### src/rtl/core/pt82_pkg.sv
package pt82_pkg;

	localparam int NUM_BITS = 82;
	localparam int CNT_W = 7;
	localparam int TRIAL_PRIME_COUNT = 32;
	localparam int MR_BASE_COUNT = 13;
	localparam int BASE_IDX_W = 4;

	localparam logic [NUM_BITS-1:0] BOUND = {18'h2be69, 64'h51adc5b22410a5fd};

	localparam logic [7:0] TRIAL_PRIMES [32] = '{
		8'd3, 8'd5, 8'd7, 8'd11, 8'd13, 8'd17, 8'd19, 8'd23,
		8'd29, 8'd31, 8'd37, 8'd41, 8'd43, 8'd47, 8'd53, 8'd59,
		8'd61, 8'd67, 8'd71, 8'd73, 8'd79, 8'd83, 8'd89, 8'd97,
		8'd101, 8'd103, 8'd107, 8'd109, 8'd113, 8'd127, 8'd131, 8'd137
	};

	localparam logic [5:0] MR_BASES [13] = '{
		6'd2, 6'd3, 6'd5, 6'd7, 6'd11, 6'd13, 6'd17, 6'd19, 6'd23, 6'd29, 6'd31,
		6'd37, 6'd41
	};

	typedef enum logic [1:0] {
		VERDICT_COMPOSITE  = 2'd0,
		VERDICT_PRIME      = 2'd1,
		VERDICT_NOT_TESTED = 2'd2
	} verdict_t;

	typedef enum logic [3:0] {
		ST_IDLE,
		ST_CLASSIFY,
		ST_TRIAL,
		ST_TRIAL_CHK,
		ST_DECOMP,
		ST_POW_INIT,
		ST_POW_SQ,
		ST_POW_SQ_W,
		ST_POW_MB,
		ST_POW_MB_W,
		ST_POW_NEXT,
		ST_CHECK,
		ST_SQ_TEST,
		ST_SQ_W,
		ST_SQ_CHK,
		ST_EMIT
	} state_t;

	typedef struct packed {
		logic     load;
		logic     trial_step;
		logic     shift_t;
		logic     pow_init;
		logic     cnt_dec;
		logic     sq_init;
		logic     cnt_inc;
		logic     base_next;
		logic     mul_start;
		logic     mul_sel_base;
		logic     emit;
		verdict_t verdict;
	} cmd_t;

	typedef struct packed {
		logic even;
		logic out_of_range;
		logic trial_hit;
		logic cnt_zero;
		logic t_odd;
		logic e_bit;
		logic y_one;
		logic y_nm1;
		logic sq_more;
		logic last_base;
		logic mul_busy;
		logic mul_done;
		logic out_free;
	} sts_t;

	// (x + y) mod n for x, y < n
	function automatic logic [NUM_BITS-1:0] add_mod(
		input logic [NUM_BITS-1:0] x,
		input logic [NUM_BITS-1:0] y,
		input logic [NUM_BITS-1:0] n
	);
		logic [NUM_BITS:0] s;
		s = {1'b0, x} + {1'b0, y};
		if (s >= {1'b0, n}) begin
			s = s - {1'b0, n};
		end
		return s[NUM_BITS-1:0];
	endfunction

endpackage

### src/rtl/core/pt82_mulmod.sv
module pt82_mulmod (
	input  logic                          clk,
	input  logic                          arst_n,
	input  logic                          start,
	input  logic [pt82_pkg::NUM_BITS-1:0] a,
	input  logic [pt82_pkg::NUM_BITS-1:0] b,
	input  logic [pt82_pkg::NUM_BITS-1:0] n,
	output logic                          busy,
	output logic                          done,
	output logic [pt82_pkg::NUM_BITS-1:0] product
);
	import pt82_pkg::*;

	logic [NUM_BITS-1:0] acc_q, a_q, b_q;
	logic [CNT_W-1:0]    cnt_q;
	logic                phase_q, busy_q, done_q;
	logic                advance;

	// double on phase 0, add multiplicand on phase 1 when the bit is set
	assign advance = busy_q && (phase_q || !b_q[NUM_BITS-1]);

	always_ff @(posedge clk or negedge arst_n) begin
		if (!arst_n) begin
			busy_q  <= 1'b0;
			done_q  <= 1'b0;
			phase_q <= 1'b0;
			cnt_q   <= '0;
		end else begin
			done_q <= 1'b0;
			if (start) begin
				busy_q  <= 1'b1;
				phase_q <= 1'b0;
				cnt_q   <= CNT_W'(NUM_BITS - 1);
			end else if (busy_q) begin
				phase_q <= !phase_q && b_q[NUM_BITS-1];
				if (advance) begin
					if (cnt_q == '0) begin
						busy_q <= 1'b0;
						done_q <= 1'b1;
					end else begin
						cnt_q <= cnt_q - 1'b1;
					end
				end
			end
		end
	end

	always_ff @(posedge clk) begin
		if (start) begin
			acc_q <= '0;
			a_q   <= a;
			b_q   <= b;
		end else if (busy_q) begin
			acc_q <= phase_q ? add_mod(acc_q, a_q, n) : add_mod(acc_q, acc_q, n);
			if (advance) begin
				b_q <= {b_q[NUM_BITS-2:0], 1'b0};
			end
		end
	end

	assign busy    = busy_q;
	assign done    = done_q;
	assign product = acc_q;

endmodule

### src/rtl/core/pt82_dp.sv
module pt82_dp (
	input  logic                   clk,
	input  logic                   arst_n,
	input  pt82_pkg::cmd_t         cmd,
	output pt82_pkg::sts_t         sts,
	input  logic [17:0]            value_high,
	input  logic [63:0]            value_low,
	output logic                   out_valid,
	input  logic                   out_stall,
	output logic [1:0]             verdict
);
	import pt82_pkg::*;

	logic [NUM_BITS-1:0]   n_q, nm1_q, t_q, y_q, mul_a, mul_p;
	logic [CNT_W-1:0]      s_q, cnt_q;
	logic [BASE_IDX_W-1:0] base_idx_q;
	logic [7:0]            res_q [TRIAL_PRIME_COUNT];
	logic                  out_valid_q;
	verdict_t              verdict_q;
	logic                  mul_busy, mul_done, hit;
	logic [NUM_BITS-1:0]   base_val;

	assign base_val = {{(NUM_BITS-6){1'b0}}, MR_BASES[base_idx_q]};
	assign mul_a    = cmd.mul_sel_base ? base_val : y_q;

	pt82_mulmod u_mul (
		.clk     (clk),
		.arst_n  (arst_n),
		.start   (cmd.mul_start),
		.a       (mul_a),
		.b       (y_q),
		.n       (n_q),
		.busy    (mul_busy),
		.done    (mul_done),
		.product (mul_p)
	);

	always_ff @(posedge clk) begin
		if (cmd.load) begin
			n_q   <= {value_high, value_low};
			nm1_q <= {value_high, value_low} - NUM_BITS'(1);
			t_q   <= {value_high, value_low} - NUM_BITS'(1);
			s_q   <= '0;
		end else if (cmd.shift_t) begin
			t_q <= {1'b0, t_q[NUM_BITS-1:1]};
			s_q <= s_q + 1'b1;
		end
		if (cmd.pow_init) begin
			y_q <= NUM_BITS'(1);
		end else if (mul_done) begin
			y_q <= mul_p;
		end
	end

	// one residue lane per trial prime, fed one bit of n per cycle
	always_ff @(posedge clk) begin
		for (int i = 0; i < TRIAL_PRIME_COUNT; i++) begin
			if (cmd.load) begin
				res_q[i] <= '0;
			end else if (cmd.trial_step) begin
				if ({res_q[i], n_q[cnt_q]} >= {1'b0, TRIAL_PRIMES[i]}) begin
					res_q[i] <= 8'({res_q[i], n_q[cnt_q]} - {1'b0, TRIAL_PRIMES[i]});
				end else begin
					res_q[i] <= 8'({res_q[i], n_q[cnt_q]});
				end
			end
		end
	end

	always_comb begin
		hit = 1'b0;
		for (int i = 0; i < TRIAL_PRIME_COUNT; i++) begin
			hit = hit | (res_q[i] == '0);
		end
	end

	always_ff @(posedge clk or negedge arst_n) begin
		if (!arst_n) begin
			cnt_q       <= '0;
			base_idx_q  <= '0;
			out_valid_q <= 1'b0;
		end else begin
			if (cmd.load || cmd.pow_init) begin
				cnt_q <= CNT_W'(NUM_BITS - 1);
			end else if (cmd.sq_init) begin
				cnt_q <= CNT_W'(1);
			end else if (cmd.trial_step || cmd.cnt_dec) begin
				cnt_q <= cnt_q - 1'b1;
			end else if (cmd.cnt_inc) begin
				cnt_q <= cnt_q + 1'b1;
			end
			if (cmd.load) begin
				base_idx_q <= '0;
			end else if (cmd.base_next) begin
				base_idx_q <= base_idx_q + 1'b1;
			end
			if (cmd.emit) begin
				out_valid_q <= 1'b1;
			end else if (!out_stall) begin
				out_valid_q <= 1'b0;
			end
		end
	end

	always_ff @(posedge clk) begin
		if (cmd.emit) begin
			verdict_q <= cmd.verdict;
		end
	end

	always_comb begin
		sts.even         = !n_q[0];
		sts.out_of_range = (n_q[NUM_BITS-1:64] == '0) || (n_q >= BOUND);
		sts.trial_hit    = hit;
		sts.cnt_zero     = (cnt_q == '0);
		sts.t_odd        = t_q[0];
		sts.e_bit        = t_q[cnt_q];
		sts.y_one        = (y_q == NUM_BITS'(1));
		sts.y_nm1        = (y_q == nm1_q);
		sts.sq_more      = (cnt_q < s_q);
		sts.last_base    = (base_idx_q == BASE_IDX_W'(MR_BASE_COUNT - 1));
		sts.mul_busy     = mul_busy;
		sts.mul_done     = mul_done;
		sts.out_free     = !out_valid_q || !out_stall;
	end

	assign out_valid = out_valid_q;
	assign verdict   = verdict_q;

endmodule

### src/rtl/core/pt82_ctrl.sv
module pt82_ctrl (
	input  logic           clk,
	input  logic           arst_n,
	input  logic           in_valid,
	output logic           in_stall,
	input  pt82_pkg::sts_t sts,
	output pt82_pkg::cmd_t cmd
);
	import pt82_pkg::*;

	state_t   state_q, state_d;
	verdict_t res_q, res_d;

	always_ff @(posedge clk or negedge arst_n) begin
		if (!arst_n) begin
			state_q <= ST_IDLE;
			res_q   <= VERDICT_COMPOSITE;
		end else begin
			state_q <= state_d;
			res_q   <= res_d;
		end
	end

	always_comb begin
		state_d     = state_q;
		res_d       = res_q;
		cmd         = '0;
		cmd.verdict = res_q;
		in_stall    = 1'b1;
		case (state_q)
			ST_IDLE: begin
				in_stall = 1'b0;
				if (in_valid) begin
					cmd.load = 1'b1;
					state_d  = ST_CLASSIFY;
				end
			end
			ST_CLASSIFY: begin
				if (sts.even) begin
					res_d   = VERDICT_COMPOSITE;
					state_d = ST_EMIT;
				end else if (sts.out_of_range) begin
					res_d   = VERDICT_NOT_TESTED;
					state_d = ST_EMIT;
				end else begin
					state_d = ST_TRIAL;
				end
			end
			ST_TRIAL: begin
				cmd.trial_step = 1'b1;
				if (sts.cnt_zero) begin
					state_d = ST_TRIAL_CHK;
				end
			end
			ST_TRIAL_CHK: begin
				if (sts.trial_hit) begin
					res_d   = VERDICT_COMPOSITE;
					state_d = ST_EMIT;
				end else begin
					state_d = ST_DECOMP;
				end
			end
			ST_DECOMP: begin
				if (sts.t_odd) begin
					state_d = ST_POW_INIT;
				end else begin
					cmd.shift_t = 1'b1;
				end
			end
			ST_POW_INIT: begin
				cmd.pow_init = 1'b1;
				state_d      = ST_POW_SQ;
			end
			ST_POW_SQ: begin
				cmd.mul_start = 1'b1;
				state_d       = ST_POW_SQ_W;
			end
			ST_POW_SQ_W: begin
				if (sts.mul_done) begin
					state_d = sts.e_bit ? ST_POW_MB : ST_POW_NEXT;
				end
			end
			ST_POW_MB: begin
				cmd.mul_start    = 1'b1;
				cmd.mul_sel_base = 1'b1;
				state_d          = ST_POW_MB_W;
			end
			ST_POW_MB_W: begin
				if (sts.mul_done) begin
					state_d = ST_POW_NEXT;
				end
			end
			ST_POW_NEXT: begin
				if (sts.cnt_zero) begin
					state_d = ST_CHECK;
				end else begin
					cmd.cnt_dec = 1'b1;
					state_d     = ST_POW_SQ;
				end
			end
			ST_CHECK: begin
				if (sts.y_one || sts.y_nm1) begin
					if (sts.last_base) begin
						res_d   = VERDICT_PRIME;
						state_d = ST_EMIT;
					end else begin
						cmd.base_next = 1'b1;
						state_d       = ST_POW_INIT;
					end
				end else begin
					cmd.sq_init = 1'b1;
					state_d     = ST_SQ_TEST;
				end
			end
			ST_SQ_TEST: begin
				if (sts.sq_more) begin
					cmd.mul_start = 1'b1;
					state_d       = ST_SQ_W;
				end else begin
					res_d   = VERDICT_COMPOSITE;
					state_d = ST_EMIT;
				end
			end
			ST_SQ_W: begin
				if (sts.mul_done) begin
					state_d = ST_SQ_CHK;
				end
			end
			ST_SQ_CHK: begin
				if (sts.y_nm1) begin
					if (sts.last_base) begin
						res_d   = VERDICT_PRIME;
						state_d = ST_EMIT;
					end else begin
						cmd.base_next = 1'b1;
						state_d       = ST_POW_INIT;
					end
				end else begin
					cmd.cnt_inc = 1'b1;
					state_d     = ST_SQ_TEST;
				end
			end
			ST_EMIT: begin
				if (sts.out_free) begin
					cmd.emit = 1'b1;
					state_d  = ST_IDLE;
				end
			end
			default: begin
				state_d = ST_IDLE;
			end
		endcase
	end

	a_emit_free: assert property (@(posedge clk) disable iff (!arst_n)
		cmd.emit |-> sts.out_free) else $error("result written over a pending transfer");
	a_mul_idle: assert property (@(posedge clk) disable iff (!arst_n)
		cmd.mul_start |-> !sts.mul_busy) else $error("multiply started while busy");
	a_accept: assert property (@(posedge clk) disable iff (!arst_n)
		(state_q == ST_IDLE && in_valid) |=> state_q == ST_CLASSIFY)
		else $error("accepted item not classified");

endmodule

### src/rtl/core/prime_test_82bit.sv
// Sequence: even or untested n is classified and emitted without trial division; a full
// test runs trial division and decomposition, then 13 exponentiations of 82 squarings
// plus one multiply per set exponent bit; each modular multiply is bit-serial shift and add.
// Throughput: one item at a time, set by the single shared modular multiplier.
// Reset: arst_n asynchronous, active low; clears the controller and the output valid.
module prime_test_82bit (
	input  logic        clk,
	input  logic        arst_n,
	input  logic        in_valid,
	output logic        in_stall,
	input  logic [17:0] value_high,
	input  logic [63:0] value_low,
	output logic        out_valid,
	input  logic        out_stall,
	output logic [1:0]  verdict
);
	import pt82_pkg::*;

	cmd_t cmd;
	sts_t sts;

	// controller sequences: classify, trial residues (all 32 primes in parallel lanes),
	// strip powers of two from n-1, then per base the square and multiply ladder and
	// the squaring chain looking for n-1
	pt82_ctrl u_ctrl (
		.clk      (clk),
		.arst_n   (arst_n),
		.in_valid (in_valid),
		.in_stall (in_stall),
		.sts      (sts),
		.cmd      (cmd)
	);

	// datapath holds n, n-1, t, s, y, the counters, the multiplier and the output register;
	// a new transfer is taken while the previous verdict waits on out_stall
	pt82_dp u_dp (
		.clk        (clk),
		.arst_n     (arst_n),
		.cmd        (cmd),
		.sts        (sts),
		.value_high (value_high),
		.value_low  (value_low),
		.out_valid  (out_valid),
		.out_stall  (out_stall),
		.verdict    (verdict)
	);

endmodule

### config.mk
export PLATFORM = sky130hd
export DESIGN_NAME = prime_test_82bit
export DESIGN_NICKNAME = d
export VERILOG_FILES = /design/src/rtl/core/pt82_pkg.sv /design/src/rtl/core/pt82_mulmod.sv /design/src/rtl/core/pt82_dp.sv /design/src/rtl/core/pt82_ctrl.sv /design/src/rtl/core/prime_test_82bit.sv
export SDC_FILE = /design/constraint.sdc
export NUM_CORES = 2
export LEC_CHECK = 0
export ABC_CLOCK_PERIOD_IN_PS = 21000
export BUFFER_PORTS_ARGS = -buffer_cell sky130_fd_sc_hd__buf_2
export CAP_MARGIN = 25
export CORE_MARGIN = 3
export CORE_UTILIZATION = 60
export DETAILED_ROUTE_END_ITERATION = 8
export GPL_TIMING_DRIVEN = 1
export PLACE_DENSITY_LB_ADDON = 0.15
export REMOVE_ABC_BUFFERS = 1
export SETUP_SLACK_MARGIN = 0.1
export SLEW_MARGIN = 20
export SYNTH_ARGS = -nofsm -noshare
export SYNTH_HDL_FRONTEND = slang
export SYNTH_HIERARCHICAL = 1
export SYNTH_SLANG_ARGS = --single-unit
### constraint.sdc
create_clock -name clk -period 21 [get_ports clk]
set_clock_uncertainty 0.2 [all_clocks]
set_input_delay 2.1 -clock clk [delete_from_list [all_inputs] [get_ports clk]]
set_output_delay 2.1 -clock clk [all_outputs]
set_load 0.05 [all_outputs]
==> out/qor.csv <==
stage,metric,value,unit
setup_path,crit_fanout,55,
yosys,syn-mean-instance-area,9.37,um^2
floorplanning,die_h,325,um
setup_path,rrSetupSlack,12.66,ns
clocking,clock_latency,0.70,ns
drt,totalWireLength,202000,um
yosys,synthCells,6536,
worst_hold_path,hold_class,reg2reg,
place,port_buffers,89,
timing,drv_slew,0,
global_routing,grt-ovfl-total,0,
floorplanning,core-area,101000,um^2
timing,tightest_slew,1.12,ns
drt,dr.pass1.iters,6,
final_layout,fin_util,0.653,
drt,dr_total_vias,53300,
global_routing,grt_pass1_vias,48900,
clocking,cts_resized,0,
final_layout,drive_gt1_frac,0.0966,
global_routing,grt_max_degree,171,
clocking,cts_setup_buffers,0,
clocking,cts_buffers,98,
floorplanning,fp.dieW,325,um
clocking,cts_sinks,867,
clocking,cts_tree,done,
yosys,synth.cell_area,61200,um^2
place,gp_congestion,1.08,
drt,drtIter0Drc,6406,
clocking,cts_hold_buf,0,
floorplanning,rows,116,
timing,min_period,8.34,ns
floorplanning,io_pins,90,
global_routing,grt_pass1_wl,301000,um
timing,finalHoldViolCount,0,
clocking,max-clock-path-buffers,3,
run,maxCapViolCount,0,
clocking,clk_pin_slew,0.07,ns
setup_path,worstPathRequired,21.36,ns
timing,setup_viol,0,
clocking,ctsHtreeMaxLevel,3,
clocking,cts_root_buffer,clkbuf_16,
setup_path,critPathKind,reg2reg,
place,dp_hpwl,152000,um
setup_path,worstPathArrival,8.70,ns
setup_path,start_kind,flop,
timing,min_period_over_period,0.397,
worst_hold_path,whs_path_depth,0,
drt,drc_errors,0,
timing,rsz0062_at_grt,no,
drt,ant_nets,0,
timing,max_freq,120,MHz
floorplanning,start_util,0.608,
final_layout,layout.nets,6842,
final_layout,area_delta_synth_final,7.44,%
drt,avgRoutedWirePerCell,25.7,um
setup_path,cp-end-kind,flop,
yosys,ys_warn_count,6,
global_routing,track_usage,0.369,
setup_path,worstRegToRegCells,24,
floorplanning,dieArea,106000,um^2
global_routing,antenna_found_initial,10,
final_layout,num-fill-cells,8321,
run_status,outcome,"finished, final reports clean",
drt,post_drt_via_cell_ratio,6.76,
timing,max-slew-margin-rel,0.253,
## flip-flops by register name, indices dropped and copies added, names as in the netlist, 7 cells and up
name                count
u_dp/u_mul/b_q         82
u_dp/cnt_q              7
u_dp/nm1_q             82
u_dp/s_q                7
u_dp/t_q               82
u_dp/res_q            256
u_dp/u_mul/a_q         82
u_dp/n_q               82
u_dp/u_mul/product     82
u_dp/y_q               82
u_dp/u_mul/cnt_q        7
## path summary, 6_finish.rpt
kind                                          to                    from
min in group asynchronous        u_dp/u_mul/busy                  arst_n
hold reg to reg                  u_dp/verdict[0]         u_ctrl/res_q[0]
hold / removal                   u_dp/verdict[0]         u_ctrl/res_q[0]
setup reg to reg           u_dp/u_mul/product[5]  u_dp/u_mul/product[12]
setup / recovery           u_dp/u_mul/product[5]  u_dp/u_mul/product[12]
max in group asynchronous          u_dp/cnt_q[0]                  arst_n
## metrics by stage
stage	instance area, um^2	std cells	hold WS, ns	TNS, ns	worst slack [ns]
2_1_floorplan	59800	6197	0.225	-176.33	-3.33
3_3_place_gp	62500	7694	0.265	0	12.98
3_5_place_dp	62500	7695	0.261	0	12.79
4_1_cts	65800	7880	0.276	0	12.74
5_1_grt	65800	7881	0.280	0	12.22
6_report	65800	7885	0.278	0	12.66
## per-layer routing
metal,up-vias,global-route usage,wire length [um]
met5,-,0,60
met4,10,0.180,11000
met3,452,0.0902,22800
met2,2902,0.526,84100
met1,25700,0.523,84500
li1,24300,-,-
## area by class of cell
cell class / instances / area, um^2 / area share
Antenna cell: 4 / 10.0 / 0.000152
Clock buffer: 135 / 2810 / 0.0427
Clock inverter: 50 / 465 / 0.00707
Inverter: 238 / 896 / 0.0136
Multi-Input combinational cell: 5092 / 34800 / 0.529
Sequential cell: 867 / 24200 / 0.368
Tap cell: 1357 / 1700 / 0.0258
Timing Repair Buffer: 142 / 898 / 0.0137
## critical path: stages, from the launching register on
cell	delay, ns
dfxtp_1	0.39
ha_1	0.42
and2_1	0.27
and3_1	0.19
o211ai_1	0.08
and3_1	0.27
a2111oi_0	0.85
o21ai_1	0.39
o21a_1	0.29
o31ai_1	0.34
a21oi_1	0.14
xnor2_1	0.43
ha_1	0.35
and3_1	0.28
inv_1	0.07
nor3_1	0.30
nand2_1	0.09
nor4_1	0.63
nor3_1	0.09
o21ai_0	0.26
a41o_4	0.55
buf_4	0.67
mux2_4	0.36
o211ai_2	0.14
a21oi_1	0.08
## layout by cell type (no fill, tap or decap), types with 58 or more instances in the layout
master	n
a211oi_1	118
a21o_1	154
a21oi_1	535
a31oi_1	85
buf_2	89
clkbuf_16	104
dfxtp_1	171
edfxtp_1	668
ha_1	313
inv_1	232
mux2_2	163
mux2i_1	164
nand2_1	558
nand2b_1	70
nand3_1	119
nand4_1	114
nor2_1	575
nor2b_1	131
nor3_1	144
nor4_1	108
o21a_1	58
o21ai_0	297
or3_1	95
xnor2_1	250
xor2_1	207
Power is not shown: default switching activity piles up to over one toggle a cycle in this logic, so the estimate is an artifact.
